`src/rtl/gradient_energy_map_top_macros.svh`:
```
// Assertion macros for the gradient energy map block.
// Used by the top level; relies on clk and rst being in scope.
`ifndef GRADIENT_ENERGY_MAP_TOP_MACROS_SVH
`define GRADIENT_ENERGY_MAP_TOP_MACROS_SVH

// Same-cycle implication, masked while reset is high
`define GEM_ASSERT_IMPLY(label, ante, cons, msg) \
  label: assert property (@(posedge clk) disable iff (rst) (ante) |-> (cons)) \
    else $error(msg);

// Next-cycle implication, checked also across reset
`define GEM_ASSERT_NEXT(label, ante, cons, msg) \
  label: assert property (@(posedge clk) (ante) |=> (cons)) else $error(msg);

`endif

```
`src/rtl/gem_pkg.sv`:
```
// Shared constants, queue word type and energy function for the gradient energy map.
// No dependencies; imported by every module of the block.
package gem_pkg;

  localparam int MAX_WIDTH = 4096;
  localparam int COL_W     = $clog2(MAX_WIDTH);
  localparam int ROW_W     = 16;
  localparam int PIX_W     = 8;
  localparam int E_W       = 10;
  localparam int CFG_W     = 16;
  localparam int WREG_W    = 13;
  localparam int CFG_IDX_W = 2;

  // Queue between front and back (depth must be a power of two)
  localparam int QDEPTH = 4;
  localparam int QPTR_W = $clog2(QDEPTH);
  localparam int QCNT_W = $clog2(QDEPTH + 1);

  // Register indexes
  localparam logic [CFG_IDX_W-1:0] CFG_FRAME_WIDTH  = CFG_IDX_W'(0);
  localparam logic [CFG_IDX_W-1:0] CFG_FRAME_HEIGHT = CFG_IDX_W'(1);

  // Register reset values, stored as last column / last row
  localparam logic [COL_W-1:0] WIDTH_LAST_RST  = COL_W'(639);
  localparam logic [ROW_W-1:0] HEIGHT_LAST_RST = ROW_W'(479);

  // Result kinds one pixel can release, in output order
  localparam int NUM_RES = 3;
  localparam int RES_W   = $clog2(NUM_RES);
  localparam logic [RES_W-1:0] RES_UP     = RES_W'(0);  // pixel one row above
  localparam logic [RES_W-1:0] RES_LEFT   = RES_W'(1);  // left neighbor on last row
  localparam logic [RES_W-1:0] RES_CORNER = RES_W'(2);  // bottom right pixel itself

  // One queue word: all energies released by one pixel
  typedef struct packed {
    logic [NUM_RES-1:0]          kinds;
    logic [ROW_W-1:0]            row;
    logic [COL_W-1:0]            col;
    logic [NUM_RES-1:0][E_W-1:0] energy;
  } gem_item_t;

  // Doubled L1 energy: one-sided differences count twice, central ones once
  function automatic logic [E_W-1:0] energy2(
    input logic [PIX_W-1:0] hl,
    input logic [PIX_W-1:0] hr,
    input logic             h_edge,
    input logic [PIX_W-1:0] vt,
    input logic [PIX_W-1:0] vb,
    input logic             v_edge
  );
    logic [PIX_W-1:0] dh;
    logic [PIX_W-1:0] dv;
    logic [PIX_W:0]   sh;
    logic [PIX_W:0]   sv;
    dh = (hl > hr) ? (hl - hr) : (hr - hl);
    dv = (vt > vb) ? (vt - vb) : (vb - vt);
    sh = h_edge ? {dh, 1'b0} : {1'b0, dh};
    sv = v_edge ? {dv, 1'b0} : {1'b0, dv};
    return E_W'(sh) + E_W'(sv);
  endfunction

endpackage

```
`src/rtl/gem_back.sv`:
```
// Back end: walks head-word results one per unstalled cycle into the output register.
// Depends on gem_pkg for the word type and result kinds.
module gem_back import gem_pkg::*; (
  input  logic             clk,
  input  logic             rst,
  input  logic             q_valid,
  input  gem_item_t        head_item,
  output logic             pop,
  output logic             energy_valid,
  input  logic             energy_ready,
  output logic [E_W-1:0]   energy_doubled,
  output logic [ROW_W-1:0] out_row,
  output logic [COL_W-1:0] out_col,
  output logic             last_of_run,
  output logic             frame_done
);

  logic [NUM_RES-1:0] done_mask;
  logic [NUM_RES-1:0] pending;
  logic [NUM_RES-1:0] sel_bit;
  logic [RES_W-1:0]   sel;
  logic               is_last;
  logic               load;

  // Lowest kind not yet sent from the head word
  assign pending = head_item.kinds & ~done_mask;

  always_comb begin
    sel = RES_CORNER;
    if (pending[RES_LEFT]) begin
      sel = RES_LEFT;
    end
    if (pending[RES_UP]) begin
      sel = RES_UP;
    end
  end

  assign sel_bit = NUM_RES'(1) << sel;
  assign is_last = ((pending & ~sel_bit) == '0);
  assign load    = q_valid && (!energy_valid || energy_ready);
  assign pop     = load && is_last;

  always_ff @(posedge clk) begin
    if (rst) begin
      energy_valid <= 1'b0;
      done_mask    <= '0;
    end else begin
      if (load) begin
        energy_valid <= 1'b1;
        done_mask    <= is_last ? '0 : (done_mask | sel_bit);
      end else if (energy_ready) begin
        energy_valid <= 1'b0;
      end
    end
  end

  // Output word register
  always_ff @(posedge clk) begin
    if (load) begin
      energy_doubled <= head_item.energy[sel];
      last_of_run    <= is_last;
      frame_done     <= (sel == RES_CORNER);
      unique case (sel)
        RES_UP: begin
          out_row <= head_item.row - ROW_W'(1);
          out_col <= head_item.col;
        end
        RES_LEFT: begin
          out_row <= head_item.row;
          out_col <= head_item.col - COL_W'(1);
        end
        default: begin
          out_row <= head_item.row;
          out_col <= head_item.col;
        end
      endcase
    end
  end

endmodule

```
`config.mk`:
```
export PLATFORM = sky130hd
export DESIGN_NAME = gem_back
export DESIGN_NICKNAME = d
export VERILOG_FILES = /design/src/rtl/gradient_energy_map_top_macros.svh /design/src/rtl/gem_pkg.sv /design/src/rtl/gem_back.sv
export SDC_FILE = /design/constraint.sdc
export NUM_CORES = 1
export LEC_CHECK = 0
export BUFFER_PORTS_ARGS = -buffer_cell sky130_fd_sc_hd__buf_2
export CAP_MARGIN = 20
export CORE_ASPECT_RATIO = 1.2
export CORE_MARGIN = 5
export CORE_UTILIZATION = 45
export DETAILED_ROUTE_END_ITERATION = 16
export PLACE_DENSITY = 0.9
export REMOVE_ABC_BUFFERS = 1
export SLEW_MARGIN = 20
export SYNTH_ARGS = -nofsm -noshare
export SYNTH_HDL_FRONTEND = slang
export SYNTH_SLANG_ARGS = --single-unit
```
`constraint.sdc`:
```
create_clock -name clk -period 3.2 [get_ports clk]
set_input_delay 0.64 -clock clk [delete_from_list [all_inputs] [get_ports clk]]
set_output_delay 0.64 -clock clk [all_outputs]
set_load 0.01 [all_outputs]
```
# Word level (Yosys, flattened, before mapping)
# Index checks and enable logic that the tools add are counted.
[totals]
register_bits = 44
in_bits = 65
word_cells = 34
[op_classes]
n_addsub = 2
magnitude_cmp = 1
n_eq_ne = 2
shifts = 1
mux = 9
bitwise = 5
reduce_logical = 7
[ops]
columns = ["operator", "count"]
rows = [
  ["binary-select mux 10 bit (select 2 bit)", 1],
  ["two-way mux 16 bit", 1],
  ["subtractor 16 x 1 -> 16 bit, second input constant", 1],
  ["two-way mux 12 bit", 1],
  ["subtractor 12 x 1 -> 12 bit, second input constant", 1],
  ["two-way mux 10 bit", 1],
  ["AND 3 bit", 2],
  ["inverter 3 bit", 2],
  ["two-way mux 2 bit", 2],
  ["zero test 3 bit", 1],
  ["< comparator 2 x 3 -> 1 bit, second input constant", 1],
  ["two-way mux 3 bit", 1],
  ["OR 3 bit", 1],
  ["left shift 1 x 2 -> 3 bit, first input constant", 1],
  ["equality test 2 x 1 -> 1 bit, second input constant", 1],
  ["equality test 2 bit, second input constant", 1],
  ["logical AND 1 bit", 2],
  ["zero test 2 bit", 1],
  ["two-way mux 1 bit", 2],
  ["nonzero test 2 bit", 1],
  ["zero test 1 bit", 1],
  ["logical OR 1 bit", 1],
]

# Longest topological paths before layout
[depth]
depth_word = 9
mapped_depth = 5
mapped_depth_nobuf = 5

# Least setup slack after synthesis
# Ideal clock, no wire load.
[synth_timing]
path_kind = "input to output"
startpoint = "in energy_ready"
endpoint = "out pop"
t_arrival_ps = 2497
required_time_ps = 2560
path_slack_ps = 63
path_stages = 4
path_buffers = 1
path_cell_list = "nand2b_1 -> and2_1 -> clkbuf_1 -> o311a_1"
[synth_via]
elab_chain_len = 3
[synth_lines]
columns = ["item", "line", "source"]
rows = [
  ["start: declaration", "gem_back.sv:10", "input logic energy_ready,"],
  ["logical OR 1 bit", "gem_back.sv:40", "assign load = q_valid && (!energy_valid || energy_ready);"],
  ["logical AND 1 bit", "gem_back.sv:40", ""],
  ["via load", "gem_back.sv:23", "logic load;"],
  ["logical AND 1 bit", "gem_back.sv:41", "assign pop = load && is_last;"],
  ["end: declaration", "gem_back.sv:8", "output logic pop,"],
]
# The timed path passes the listed nets, and every way through them passes these cells.

# Worst setup path after layout
[layout_timing]
startpoint = "in head_item[58] in the netlist's numbering"
endpoint = "out pop"
[layout_via]
elab_chain_len = 7
[layout_lines]
columns = ["item", "line", "source"]
rows = [
  ["start: declaration", "gem_back.sv:7", "input gem_item_t head_item,"],
  ["AND 3 bit *", "gem_back.sv:26", "assign pending = head_item.kinds & ~done_mask;"],
  ["two-way mux 2 bit", "gem_back.sv:33", "if (pending[RES_UP]) begin"],
  ["left shift 1 x 2 -> 3 bit", "gem_back.sv:38", "assign sel_bit = NUM_RES'(1) << sel;"],
  ["inverter 3 bit", "gem_back.sv:39", "assign is_last = ((pending & ~sel_bit) == '0);"],
  ["AND 3 bit *", "gem_back.sv:39", ""],
  ["zero test 3 bit *", "gem_back.sv:39", ""],
  ["logical AND 1 bit *", "gem_back.sv:41", ""],
]
# Mark *: on every way between the ends. The rest lies on a longest branch, timed or not.

==> results.ini <==
[worst_setup_path]
crit_fanout=4
crit_start=head_item[58]
cp-end-kind=output port
timing.rr.start=done_mask[0]
start_kind=primary input
required_ns=2.56
arrival_ns=1.64
critPathKind=primary input to output port
reg2regPathDepth=4

[floorplanning]
dieArea_um2=6150
num_io_pins=107
die_h_um=84.9
coreArea_um2=4560
num_rows=27
die_w_um=72.4
initial_core_util_pct=46.1

[clocking]
cts.sinks=44
clk_latency_ns=0.29
postCtsSetupRepairBufs=0
cts_buffer_depth=2
cts_tree=built
numCtsBuffers=5
cts.repair.resized=0
clk_pin_slew_worst_paths_ns=0.07
cts_hold_buf=0
cts_root_buf=clkbuf_8
htreeDepth=2

[power]
p_switching_w=0.000306
p_per_area_nw_per_um2=462
clkPwrFrac_pct=31.7
total_leakage_power_nw=1.24
swShare_pct=23.5
p_int_w=0.000994
p_seq_share_pct=52.7
ir_worst_vdd_mv=0.258
power_frac_comb_pct=15.6

[drt]
postRouteAntennaNets=0
remaining_drc_errors=0
firstDrtPassIters=4
routedWlPerCell_um=14.1
routed-via-count=1783
drt_iter0_drc=59
viasPerCell=5.09
wirelength_mm=4.95

[synth]
ys_types=31
avgSynthCellArea_um2=11.6
synth_compound_area_share_pct=5.35
synth_top_family_by_area=simple AND/OR/NAND/NOR gates
yosys_warnings=0
synth-seq-cells=44
synth_common_cells=edfxtp_1 (40), nand2_1 (31), xor2_1 (18)
synth_simple_gate_area_share_pct=20.3
syn_area_um2=2100
yosysSeqAreaShare_pct=60.9
synth_most_common_cell=edfxtp_1
synthAdderAreaFrac_pct=1.19
synth_area_leaders=edfxtp_1 (57%), xor2_1 (7.5%), nand2_1 (5.5%)
yosys.area.top_type=edfxtp_1
synthFlopType=edfxtp_1
synth.area.mux_share_pct=0
synth_xor_area_share_pct=9.99
synth_enable_flop_cells=40
syn_inst=182
yosys.area.top_type_share_pct=57.1
ys_async_sr_fraction_pct=0

[sta]
clock_skew_ns=0.00691
worst-slew-pin-transition_ns=0.546
fin_tns_setup_ns=0
layout_min_cycle_time_ns=2.28
setup-violations-final=0
fin_crit_sh_pct=71.4
rsz0062_at_grt=no
slew_violations=0
hold_violations=0
slew_headroom_pct=63.6
fmax_mhz=438

[grt]
overflow=0
antenna_found_initial=0
grt_usage_pct=16.3
grt_start_max_net_pins=44
grt_pass1_wl_mm=8.00
grt_pass1_vias=1774

[placed_design]
gp_congestion=0.761
dpl.hpwl_mm=3.89
portBuffers=106

[final_layout]
nets=358
diodes=0
final_util_pct=61.7
syn_to_final_growth_pct=33.7
filler_cell_count=381
drive_gt1_share_pct=42.1

[hold_path]
min_path_cells=2
hold_path.class=register to register
holdCritStartpoint=done_mask[2]

[run_status]
status=completed

[flow_run]
drv_cap=0

==> layout by cell type (no fill, tap or decap), drive strengths merged, types with 4 or more instances in the layout <==
cell type	n
buf	109
clkbuf	6
a31oi	11
nor4	6
xor2	18
nor2	17
dfxtp	4
inv	6
xnor2	6
nand2b	4
edfxtp	40
nand2	31
nor3	10
==> state kept, by name (all words and copies together), names as in the netlist <==
signal and flops:
out_col 12, energy_valid 1, energy_doubled 10, out_row 16, done_mask 3, frame_done 1
last_of_run 1
==> per-stage QoR <==
| stage | cell area, um2 | std cells | hold WS [ns] | setup slack (ns) | power (W) |
|---|---|---|---|---|---|
| final | 2810 | 350 | 0.470 | 0.915 | 0.00130 |
| after global routing | 2810 | 350 | 0.488 | 0.836 | 0.00136 |
| after CTS | 2810 | 350 | 0.470 | 0.913 | 0.00131 |
| after detailed placement | 2710 | 342 | 0.457 | 0.784 | 0.000904 |
| after global placement | 2710 | 342 | 0.449 | 0.856 | 0.000894 |
| after floorplan | 2080 | 175 | 0.439 | 0.353 | 0.000793 |
==> power by group through the flow <==
stage / clock network, W / logic [W] / registers, W
6_report: 0.000412 / 0.000203 / 0.000685
5_1_grt: 0.000444 / 0.000226 / 0.000690
4_1_cts: 0.000423 / 0.000206 / 0.000686
3_5_place_dp: 0 / 0.000205 / 0.000699
3_3_place_gp: 0 / 0.000198 / 0.000697
2_1_floorplan: 0 / 0.0000722 / 0.000721
==> worst paths after layout <==
check | end | slack [ns]
min reg2reg | done_mask[2] | 0.47
max reg2reg | out_row[12] | 1.33
min | done_mask[2] | 0.47
max | pop | 0.92
==> critical path, stage by stage <==
cell and delay, ns:
buf_2 0.10, nor2b_1 0.29, nor2_1 0.13, o311a_1 0.33, buf_2 0.15
==> logic make-up after synthesis <==
| logic type | count (synthesis) |
|---|---|
| adders and majority gates | 2 |
| AOI/OAI and AO/OA | 18 |
| xor gates and xnor gates | 24 |
| buffers and inverters | 13 |
| and+or+nand+nor | 81 |
| DFF | 44 |
==> metal layers <==
metal / global-route usage, % / up-vias / routed length (um) / share of wire (%)
met2: 28.1 / 77 / 2490 / 50
met3: 3.79 / 14 / 397 / 8.0
li1: - / 867 / - / -
met5: 0 / - / 0 / 0
met4: 7.89 / 0 / 148 / 3.0
met1: 18.9 / 825 / 1920 / 39
==> cell type report <==
cell class / count / area [um2] / share of cell area (%)
clock buffer: 6 / 72.6 / 2.58
clock inverter: 2 / 35.0 / 1.25
inverter: 6 / 22.5 / 0.801
multi-input combinational: 125 / 776 / 27.6
sequential: 44 / 1280 / 45.6
tap: 58 / 72.6 / 2.58
timing repair buffer: 109 / 553 / 19.7
Note: power is estimated with default switching activity, not from simulation.
