[src/rtl/gradient_energy_map_top_macros.svh]
// Assertion macros for the gradient energy map block.
// Used by the top level; relies on clk and rst being in scope.
`ifndef GRADIENT_ENERGY_MAP_TOP_MACROS_SVH
`define GRADIENT_ENERGY_MAP_TOP_MACROS_SVH

// Same-cycle implication, masked while reset is high
`define GEM_ASSERT_IMPLY(label, ante, cons, msg) \
  label: assert property (@(posedge clk) disable iff (rst) (ante) |-> (cons)) \
    else $error(msg);

// Next-cycle implication, checked also across reset
`define GEM_ASSERT_NEXT(label, ante, cons, msg) \
  label: assert property (@(posedge clk) (ante) |=> (cons)) else $error(msg);

`endif

[src/rtl/gem_pkg.sv]
// Shared constants, queue word type and energy function for the gradient energy map.
// No dependencies; imported by every module of the block.
package gem_pkg;

  localparam int MAX_WIDTH = 4096;
  localparam int COL_W     = $clog2(MAX_WIDTH);
  localparam int ROW_W     = 16;
  localparam int PIX_W     = 8;
  localparam int E_W       = 10;
  localparam int CFG_W     = 16;
  localparam int WREG_W    = 13;
  localparam int CFG_IDX_W = 2;

  // Queue between front and back (depth must be a power of two)
  localparam int QDEPTH = 4;
  localparam int QPTR_W = $clog2(QDEPTH);
  localparam int QCNT_W = $clog2(QDEPTH + 1);

  // Register indexes
  localparam logic [CFG_IDX_W-1:0] CFG_FRAME_WIDTH  = CFG_IDX_W'(0);
  localparam logic [CFG_IDX_W-1:0] CFG_FRAME_HEIGHT = CFG_IDX_W'(1);

  // Register reset values, stored as last column / last row
  localparam logic [COL_W-1:0] WIDTH_LAST_RST  = COL_W'(639);
  localparam logic [ROW_W-1:0] HEIGHT_LAST_RST = ROW_W'(479);

  // Result kinds one pixel can release, in output order
  localparam int NUM_RES = 3;
  localparam int RES_W   = $clog2(NUM_RES);
  localparam logic [RES_W-1:0] RES_UP     = RES_W'(0);  // pixel one row above
  localparam logic [RES_W-1:0] RES_LEFT   = RES_W'(1);  // left neighbor on last row
  localparam logic [RES_W-1:0] RES_CORNER = RES_W'(2);  // bottom right pixel itself

  // One queue word: all energies released by one pixel
  typedef struct packed {
    logic [NUM_RES-1:0]          kinds;
    logic [ROW_W-1:0]            row;
    logic [COL_W-1:0]            col;
    logic [NUM_RES-1:0][E_W-1:0] energy;
  } gem_item_t;

  // Doubled L1 energy: one-sided differences count twice, central ones once
  function automatic logic [E_W-1:0] energy2(
    input logic [PIX_W-1:0] hl,
    input logic [PIX_W-1:0] hr,
    input logic             h_edge,
    input logic [PIX_W-1:0] vt,
    input logic [PIX_W-1:0] vb,
    input logic             v_edge
  );
    logic [PIX_W-1:0] dh;
    logic [PIX_W-1:0] dv;
    logic [PIX_W:0]   sh;
    logic [PIX_W:0]   sv;
    dh = (hl > hr) ? (hl - hr) : (hr - hl);
    dv = (vt > vb) ? (vt - vb) : (vb - vt);
    sh = h_edge ? {dh, 1'b0} : {1'b0, dh};
    sv = v_edge ? {dv, 1'b0} : {1'b0, dv};
    return E_W'(sh) + E_W'(sv);
  endfunction

endpackage

[src/rtl/gem_queue.sv]
// Short queue of pixel words between the front end and the result sequencer.
// Depends on gem_pkg for the word type and depth.
module gem_queue import gem_pkg::*; (
  input  logic              clk,
  input  logic              rst,
  input  logic              push,
  input  gem_item_t         push_item,
  input  logic              pop,
  output gem_item_t         head_item,
  output logic [QCNT_W-1:0] q_count
);

  gem_item_t         slots [QDEPTH];
  logic [QPTR_W-1:0] wr_ptr;
  logic [QPTR_W-1:0] rd_ptr;

  // Storage
  always_ff @(posedge clk) begin
    if (push) begin
      slots[wr_ptr] <= push_item;
    end
  end

  // Pointers and fill count
  always_ff @(posedge clk) begin
    if (rst) begin
      wr_ptr  <= '0;
      rd_ptr  <= '0;
      q_count <= '0;
    end else begin
      if (push) begin
        wr_ptr <= wr_ptr + QPTR_W'(1);
      end
      if (pop) begin
        rd_ptr <= rd_ptr + QPTR_W'(1);
      end
      case ({push, pop})
        2'b10:   q_count <= q_count + QCNT_W'(1);
        2'b01:   q_count <= q_count - QCNT_W'(1);
        default: q_count <= q_count;
      endcase
    end
  end

  assign head_item = slots[rd_ptr];

endmodule

[config.mk]
export PLATFORM = sky130hd
export DESIGN_NAME = gem_queue
export DESIGN_NICKNAME = d
export VERILOG_FILES = /design/src/rtl/gradient_energy_map_top_macros.svh /design/src/rtl/gem_pkg.sv /design/src/rtl/gem_queue.sv
export SDC_FILE = /design/constraint.sdc
export NUM_CORES = 1
export LEC_CHECK = 0
export BUFFER_PORTS_ARGS = -buffer_cell sky130_fd_sc_hd__buf_2
export CAP_MARGIN = 15
export CELL_PAD_IN_SITES_DETAIL_PLACEMENT = 1
export CELL_PAD_IN_SITES_GLOBAL_PLACEMENT = 1
export CORE_MARGIN = 1.5
export CORE_UTILIZATION = 39
export DETAILED_ROUTE_END_ITERATION = 8
export PLACE_DENSITY_LB_ADDON = 0.1
export SLEW_MARGIN = 20
export SYNTH_ARGS = -nofsm -noshare
export SYNTH_HDL_FRONTEND = slang
export SYNTH_SLANG_ARGS = --single-unit
[constraint.sdc]
create_clock -name clk -period 7.6 [get_ports clk]
set_clock_uncertainty 0.05 [all_clocks]
set_input_delay 0.76 -clock clk [delete_from_list [all_inputs] [get_ports clk]]
set_output_delay 0.76 -clock clk [all_outputs]
set_load 0.005 [all_outputs]
-- Yosys cells after proc, flatten, opt, wreduce, memory -nomap -nowiden
Memories as Yosys holds them, arrays and structs flattened. A register that Yosys moved wholly into a read port is not among the register bits.
Index checks and enable logic that the tools add are counted.
Widths: inputs -> output; s select.
- bits in registers: 7
- bits in writable memories: 244
- input port bits: 65
- output and inout bits: 64
- word-level logic and storage cells: 16
- memories: 1
- memories (memory ; words ; bits a word ; read ports ; clocked after Yosys merged registers in ; wr ports ; RTL line ; text):
    slots ; 4 ; 61 ; 1 ; 1 ; 1 ; gem_queue.sv:13 ; gem_item_t slots [QDEPTH];
- add/sub/neg operators: 4
- eq/ne operators: 2
- multiplexer cells: 5
- reductions and logical operators: 1
- operators by type and width (operator ; count):
    $pmux 3 s2 ; 1
    $add 2x1->2 const B ; 2
    $mux 2 ; 2
    $add 3x1->3 const B ; 1
    $sub 3x1->3 const B ; 1
    $eq 2x1->1 const B ; 1
    $eq 2x2->1 const B ; 1
    $mux 1 ; 2
    $reduce_bool 2->1 ; 1

-- Depth between registers and ports, before layout
Gate-level depths: netlist of the first run.
- depth after elaboration: 3
- depth in mapped cells: 6

-- Worst setup path before layout of the first run
Ideal clock, no wire load.
- path type: input-to-reg
- start point: input port push
- end point: memory slots[0][0] (netlist name), enable pin
- library setup time: 425 ps
- data arrival time: 2200 ps
- data required time: 7125 ps
- setup slack: 4925 ps
- cell stages on the path: 1
- path buffers: 0
- path through: and2_1
- word-level cells in the longest chain between the ends: 2
- ends and longest elaborated chain (what ; RTL line ; text):
    start: declaration ; gem_queue.sv:6 ; input logic push,
    $mux 1 ; gem_queue.sv:19 ; if (push) begin
    $mux 1 (implied by the code) ; gem_queue.sv:20 ; slots[wr_ptr] <= push_item;
    end: declaration ; gem_queue.sv:13 ;
Every way passes these cells.

==> results of run 1 <==
Yosys cell counts:
| cell type | instances | share of area (%) |
|---|---|---|
| xor2_1 | 2 | 0.19 |
| a21oi_1 | 1 | 0.054 |
| mux4_1 | 1 | 0.28 |
| or3_1 | 1 | 0.067 |
| inv_1 | 3 | 0.12 |
| buf_1 | 1 | 0.040 |
| o21ai_0 | 1 | 0.054 |
| ha_1 | 5 | 0.67 |
| edfxtp_1 | 244 | 79 |
| and2_1 | 4 | 0.27 |
| mux4_2 | 60 | 15 |
| nor2_1 | 7 | 0.28 |
| buf_2 | 6 | 0.32 |
| dfxtp_1 | 9 | 1.9 |
| buf_12 | 6 | 1.3 |
| mux2i_1 | 2 | 0.22 |
| clkbuf_1 | 1 | 0.040 |
| fa_1 | 1 | 0.22 |
| nand2_1 | 1 | 0.040 |
| buf_6 | 1 | 0.12 |
| xnor2_1 | 3 | 0.28 |
per-stage QoR:
stage	hold slack, ps	instance area, µm²	utilization (%)	std cells	setup slack [ps]
2_1_floorplan	424	9280	-	360	4930
3_3_place_gp	417	10200	43.5	793	4430
3_5_place_dp	455	10200	43.5	793	4460
4_1_cts	384	11000	47.1	841	3900
5_1_grt	387	11000	47.1	841	3750
6_report	400	11000	47.1	842	4040
path summary, 6_finish.rpt:
| kind | startpoint | to | slack (ps) | cells past startpoint |
|---|---|---|---|---|
| worst max-delay path | flip-flop | head_item[1] | 4040 | 3 |
| worst min-delay path | push_item[55] | slots[3][55]$_DFFE_PP_ | 400 | 1 |
| worst max register to register | wr_ptr[0]$_SDFFE_PP0P_ | slots[2][2]$_DFFE_PP_ | 5700 | 3 |
| worst min register to register | q_count[2]$_SDFFE_PP0P_ | q_count[2]$_SDFFE_PP0P_ | 470 | 2 |
routing by layer:
| layer | routed length [µm] | part of all wire, % | vias up | track usage (%) |
|---|---|---|---|---|
| met5 | 0 | 0 | - | 0 |
| met1 | 7080 | 41 | 2179 | 18.1 |
| li1 | - | - | 1825 | - |
| met2 | 9050 | 52 | 99 | 25.0 |
| met3 | 930 | 5.4 | 26 | 3.22 |
| met4 | 293 | 1.7 | 0 | 3.73 |
state kept, by name (all words and copies together), names as in the netlist, named ones only:
register	flops
slots	244
q_count	3
rd_ptr	2
wr_ptr	2
cell type report:
class                           count  area [µm²]  area share, %
Multi-Input combinational cell     89        1610           14.6
Inverter                            3        11.3          0.102
Clock buffer                       31         691           6.27
Clock inverter                     17         146           1.33
Tap cell                          319         399           3.62
Sequential cell                   253        7510           68.2
Timing Repair Buffer              129         648           5.88
Antenna cell                        1        2.50         0.0227
report_power, final:
| part | total (mW) | switching (mW) | internal, mW |
|---|---|---|---|
| combinational | 0.246 | 0.118 | 0.127 |
| clock | 1.24 | 0.499 | 0.744 |
| sequential | 1.64 | 0.0346 | 1.60 |
logic make-up after synthesis:
logic type / share of synthesized area [%]
buffers and inverters: 1.94
DFF: 80.9
adders and majority gates: 0.890
and+or+nand+nor: 0.660
AOI/OAI and AO/OA: 0.108
xor gates and xnor gates: 0.472
muxes: 15.1
worst max-delay path, stage by stage (launching register included):
cell and delay, ps:
dfxtp_4 650, buf_4 740, mux4_2 640, buf_2 150
==> results.cfg, run 1 <==
[yosys]
syn_avg_cell_area_um2 = 25.8
netlist_instances = 360
ys_types = 21
yosysWarnings = 0
syn_nets = 431
ys_ff_latch = 253
ys_seq_area_share_pct = 80.9
synth_area_mm2 = 0.00928

[route]
drc = 0
avgViaCountPerCell = 4.90
ant_nets = 0
drt_iter0_drc = 176
wl_per_cell_um = 20.6
dr.pass1.iters = 4
drt-total-wl_um = 17300
via_count = 4129

[grt]
grt_max_degree = 62
antenna_found_initial = 0
grt_pass1_wl_um = 26200
grtUsageTotal_pct = 14.3
grt_overflow_total = 0
first_global_vias = 4506

[floorplan]
die_w_um = 157
ioPinCount = 129
coreArea_mm2 = 0.0234
start_util_pct = 39.7
die_y_um = 157
num_rows = 56
die_area_mm2 = 0.0247

[clocking]
clk_pin_slew_worst_paths_ps = 60
cts-buffers-inserted = 27
clk_latency_ps = 520
post_cts_buffers = 0
cts.path.max_buffers = 3
cts_resized = 0
cts_hold_buf = 0
clock-sinks = 253
cts-root-buf = clkbuf_16
cts_tree = done
cts_htree_levels = 1

[cells_and_area]
final_common_cell = edfxtp_1
drive_gt1_share_pct = 43.7
nFillCells = 2172
area_delta_synth_final_pct = 18.7
most-common-layout-cells = 244 x edfxtp_1, 128 x buf_2, 60 x mux4_2
nets = 574

[sta]
slew_headroom_pct = 31.9
tightest_slew_ps = 1020
finalSetupTns_ps = 0
slew_viol_final = 0
final.min_clock_period_ps = 3560
fin_crit_sh_pct = 46.9
finalHoldViolCount = 0
rsz0062_at_grt = no
setup_viol = 0
fmax_ghz = 0.281

[place]
gp_congestion = 0.650
io_buffers = 128
dpl.hpwl_um = 9420

[power]
p_total_mw = 3.13
power.density_mw_per_mm2 = 284
p_leak_nw = 3.69
max-vdd-ir-drop_mv = 0.190

[run]
maxCapViolCount = 0

[setup_path]
critPathLaunchType = flip-flop
cp-end-kind = output port
path_class = flip-flop to output port
worstPathRequired_ps = 6790
crit_fanout = 40
critPathArrivalTime_ps = 2750

[min_path]
holdCritPathClass = primary input to flip-flop

[status]
status = finished, final reports clean
Power figures use the tool's default switching activity.
==> run 2: changes to the inputs <==
Clock period 7.6 ns to 3.4 ns, I/O delays scaled along.
==> results.cfg, run 2 (synthesis results as in run 1) <==
[setup_path]
critPathLaunchType = flip-flop
critical_path_cell_count = 3
regToRegSetupSlack_ps = 1540
crit_chain = buf_12 -> mux4_2 -> buf_2
rr_worst_depth = 3
path_delay_family = flip-flops
rr_startpoint = wr_ptr[0]$_SDFFE_PP0P_
critPathArrivalTime_ps = 2290
worstPathRequired_ps = 3010
path_class = flip-flop to output port
crit_fanout = 28
cpPeakStageDelay_ps = 730
worst_r2r_endpoint = slots[0][37]$_DFFE_PP_
slowest_stage = dfxtp_4
cp-end-kind = output port
path_buf_inv = 2

[power]
power.density_mw_per_mm2 = 608
p_clk_share_pct = 39.8
p_switching_mw = 1.47
pwr-share-comb_pct = 8.5
p_leak_nw = 3.97
p_sw_share_pct = 20.7
max-vdd-ir-drop_mv = 0.351
pwr-share-seq_pct = 51.7
internal_power_mw = 5.63

[grt]
grt_max_degree = 62
first_global_vias = 4827
grtUsageTotal_pct = 14.8
grt_overflow_total = 0
antenna_found_initial = 0
grt_pass1_wl_um = 27500

[sta]
rsz0062_at_grt = no
fmax_ghz = 0.373
final.min_clock_period_ps = 2680
slew_viol_final = 0
finalHoldViolCount = 0
finalSetupTns_ps = 0
fin_crit_sh_pct = 79.0
tightest_slew_ps = 1010
setup_viol = 0
slew_headroom_pct = 32.8

[cells_and_area]
top_regs = slots: 244 flops, q_count: 3 flops
final_common_cell = edfxtp_1
area_delta_synth_final_pct = 25.6
final_util_pct = 49.8
most-common-layout-cells = 244 x edfxtp_1, 128 x buf_2, 60 x mux4_2, 60 x dlygate4sd3_1, 27 x clkbuf_16
nets = 635
largest_reg_flops = 244
max_flop_register = slots
drive_gt1_share_pct = 40.2
antenna_cells = 0

[route]
ant_nets = 0
dr.pass1.iters = 4
wl_per_cell_um = 19.5
via_count = 4326
drc = 0
drt_iter0_drc = 165
avgViaCountPerCell = 4.79
drt-total-wl_um = 17600

[min_path]
whs_endpoint = slots[3][51]$_DFFE_PP_
hold_start = push_item[51]
hold_path_depth = 1
holdCritPathClass = primary input to flip-flop

[floorplan]
die_y_um = 157
num_rows = 56
die_area_mm2 = 0.0247
coreArea_mm2 = 0.0234
ioPinCount = 129
die_w_um = 157
start_util_pct = 39.7

[clocking]
clk_latency_ps = 510
cts-root-buf = clkbuf_16
cts_htree_levels = 1
cts.path.max_buffers = 3
cts-buffers-inserted = 27
post_cts_buffers = 0
clk_pin_slew_worst_paths_ps = 60
cts_resized = 0
clock-sinks = 253
cts_tree = done

[status]
status = finished, final reports clean

[place]
dpl.hpwl_um = 9360
io_buffers = 128
gp_congestion = 0.648

[run]
maxCapViolCount = 0
==> run 2: worst max-delay path by stage <==
stage | startpoint | endpoint | slack (ps)
floorplan | wr_ptr[0]$_SDFFE_PP0P_ | slots[2][0]$_DFFE_PP_ | 940
global placement | flip-flop | head_item[30] | 1160
detailed placement | flip-flop | head_item[30] | 1160
CTS | flip-flop | head_item[30] | 600
global route | flip-flop | head_item[54] | 490
finish | flip-flop | head_item[54] | 720
==> run 2: final cells by class <==
type	instances	area, µm²
Clock buffer	37	723
Fill cell	2174	11700
Multi-Input combinational cell	89	1610
Clock inverter	12	136
Sequential cell	253	7510
Inverter	3	11.3
Tap cell	319	399
Timing Repair Buffer	190	1270
==> run 2: timing repair <==
item | 4_1_cts | 5_1_grt
setup endpoints to repair | 0 | 0
hold buffers | 60 | 0
endpoints found under the hold margin | 240 | 0
==> run 2: per-layer routing <==
| layer | vias to the layer above | GRT usage (%) | part of all wire [%] |
|---|---|---|---|
| met5 | - | 0 | 0 |
| li1 | 1937 | - | - |
| met3 | 30 | 2.81 | 4.6 |
| met4 | 0 | 4.04 | 1.8 |
| met2 | 92 | 24.6 | 50 |
| met1 | 2267 | 19.9 | 43 |
==> run 2: power groups by stage <==
stage / Sequential, mW / Clock (mW) / Combinational (mW)
3_5_place_dp: 3.74 / 0 / 0.569
6_report: 3.66 / 2.82 / 0.606
3_3_place_gp: 3.73 / 0 / 0.559
4_1_cts: 3.67 / 2.91 / 0.626
2_1_floorplan: 3.68 / 0 / 0.369
5_1_grt: 3.69 / 3.02 / 0.667
==> run 2: through the flow <==
step	setup WS [ps]	cells	instance area [µm²]	power, mW	hold WS [ps]
after global routing	492	903	11700	7.37	13.3
after detailed placement	1160	794	10200	4.30	446
after floorplan	944	360	9280	4.04	389
after CTS	602	903	11700	7.21	0.0204
final	715	903	11700	7.09	32.1
after global placement	1160	794	10200	4.29	424
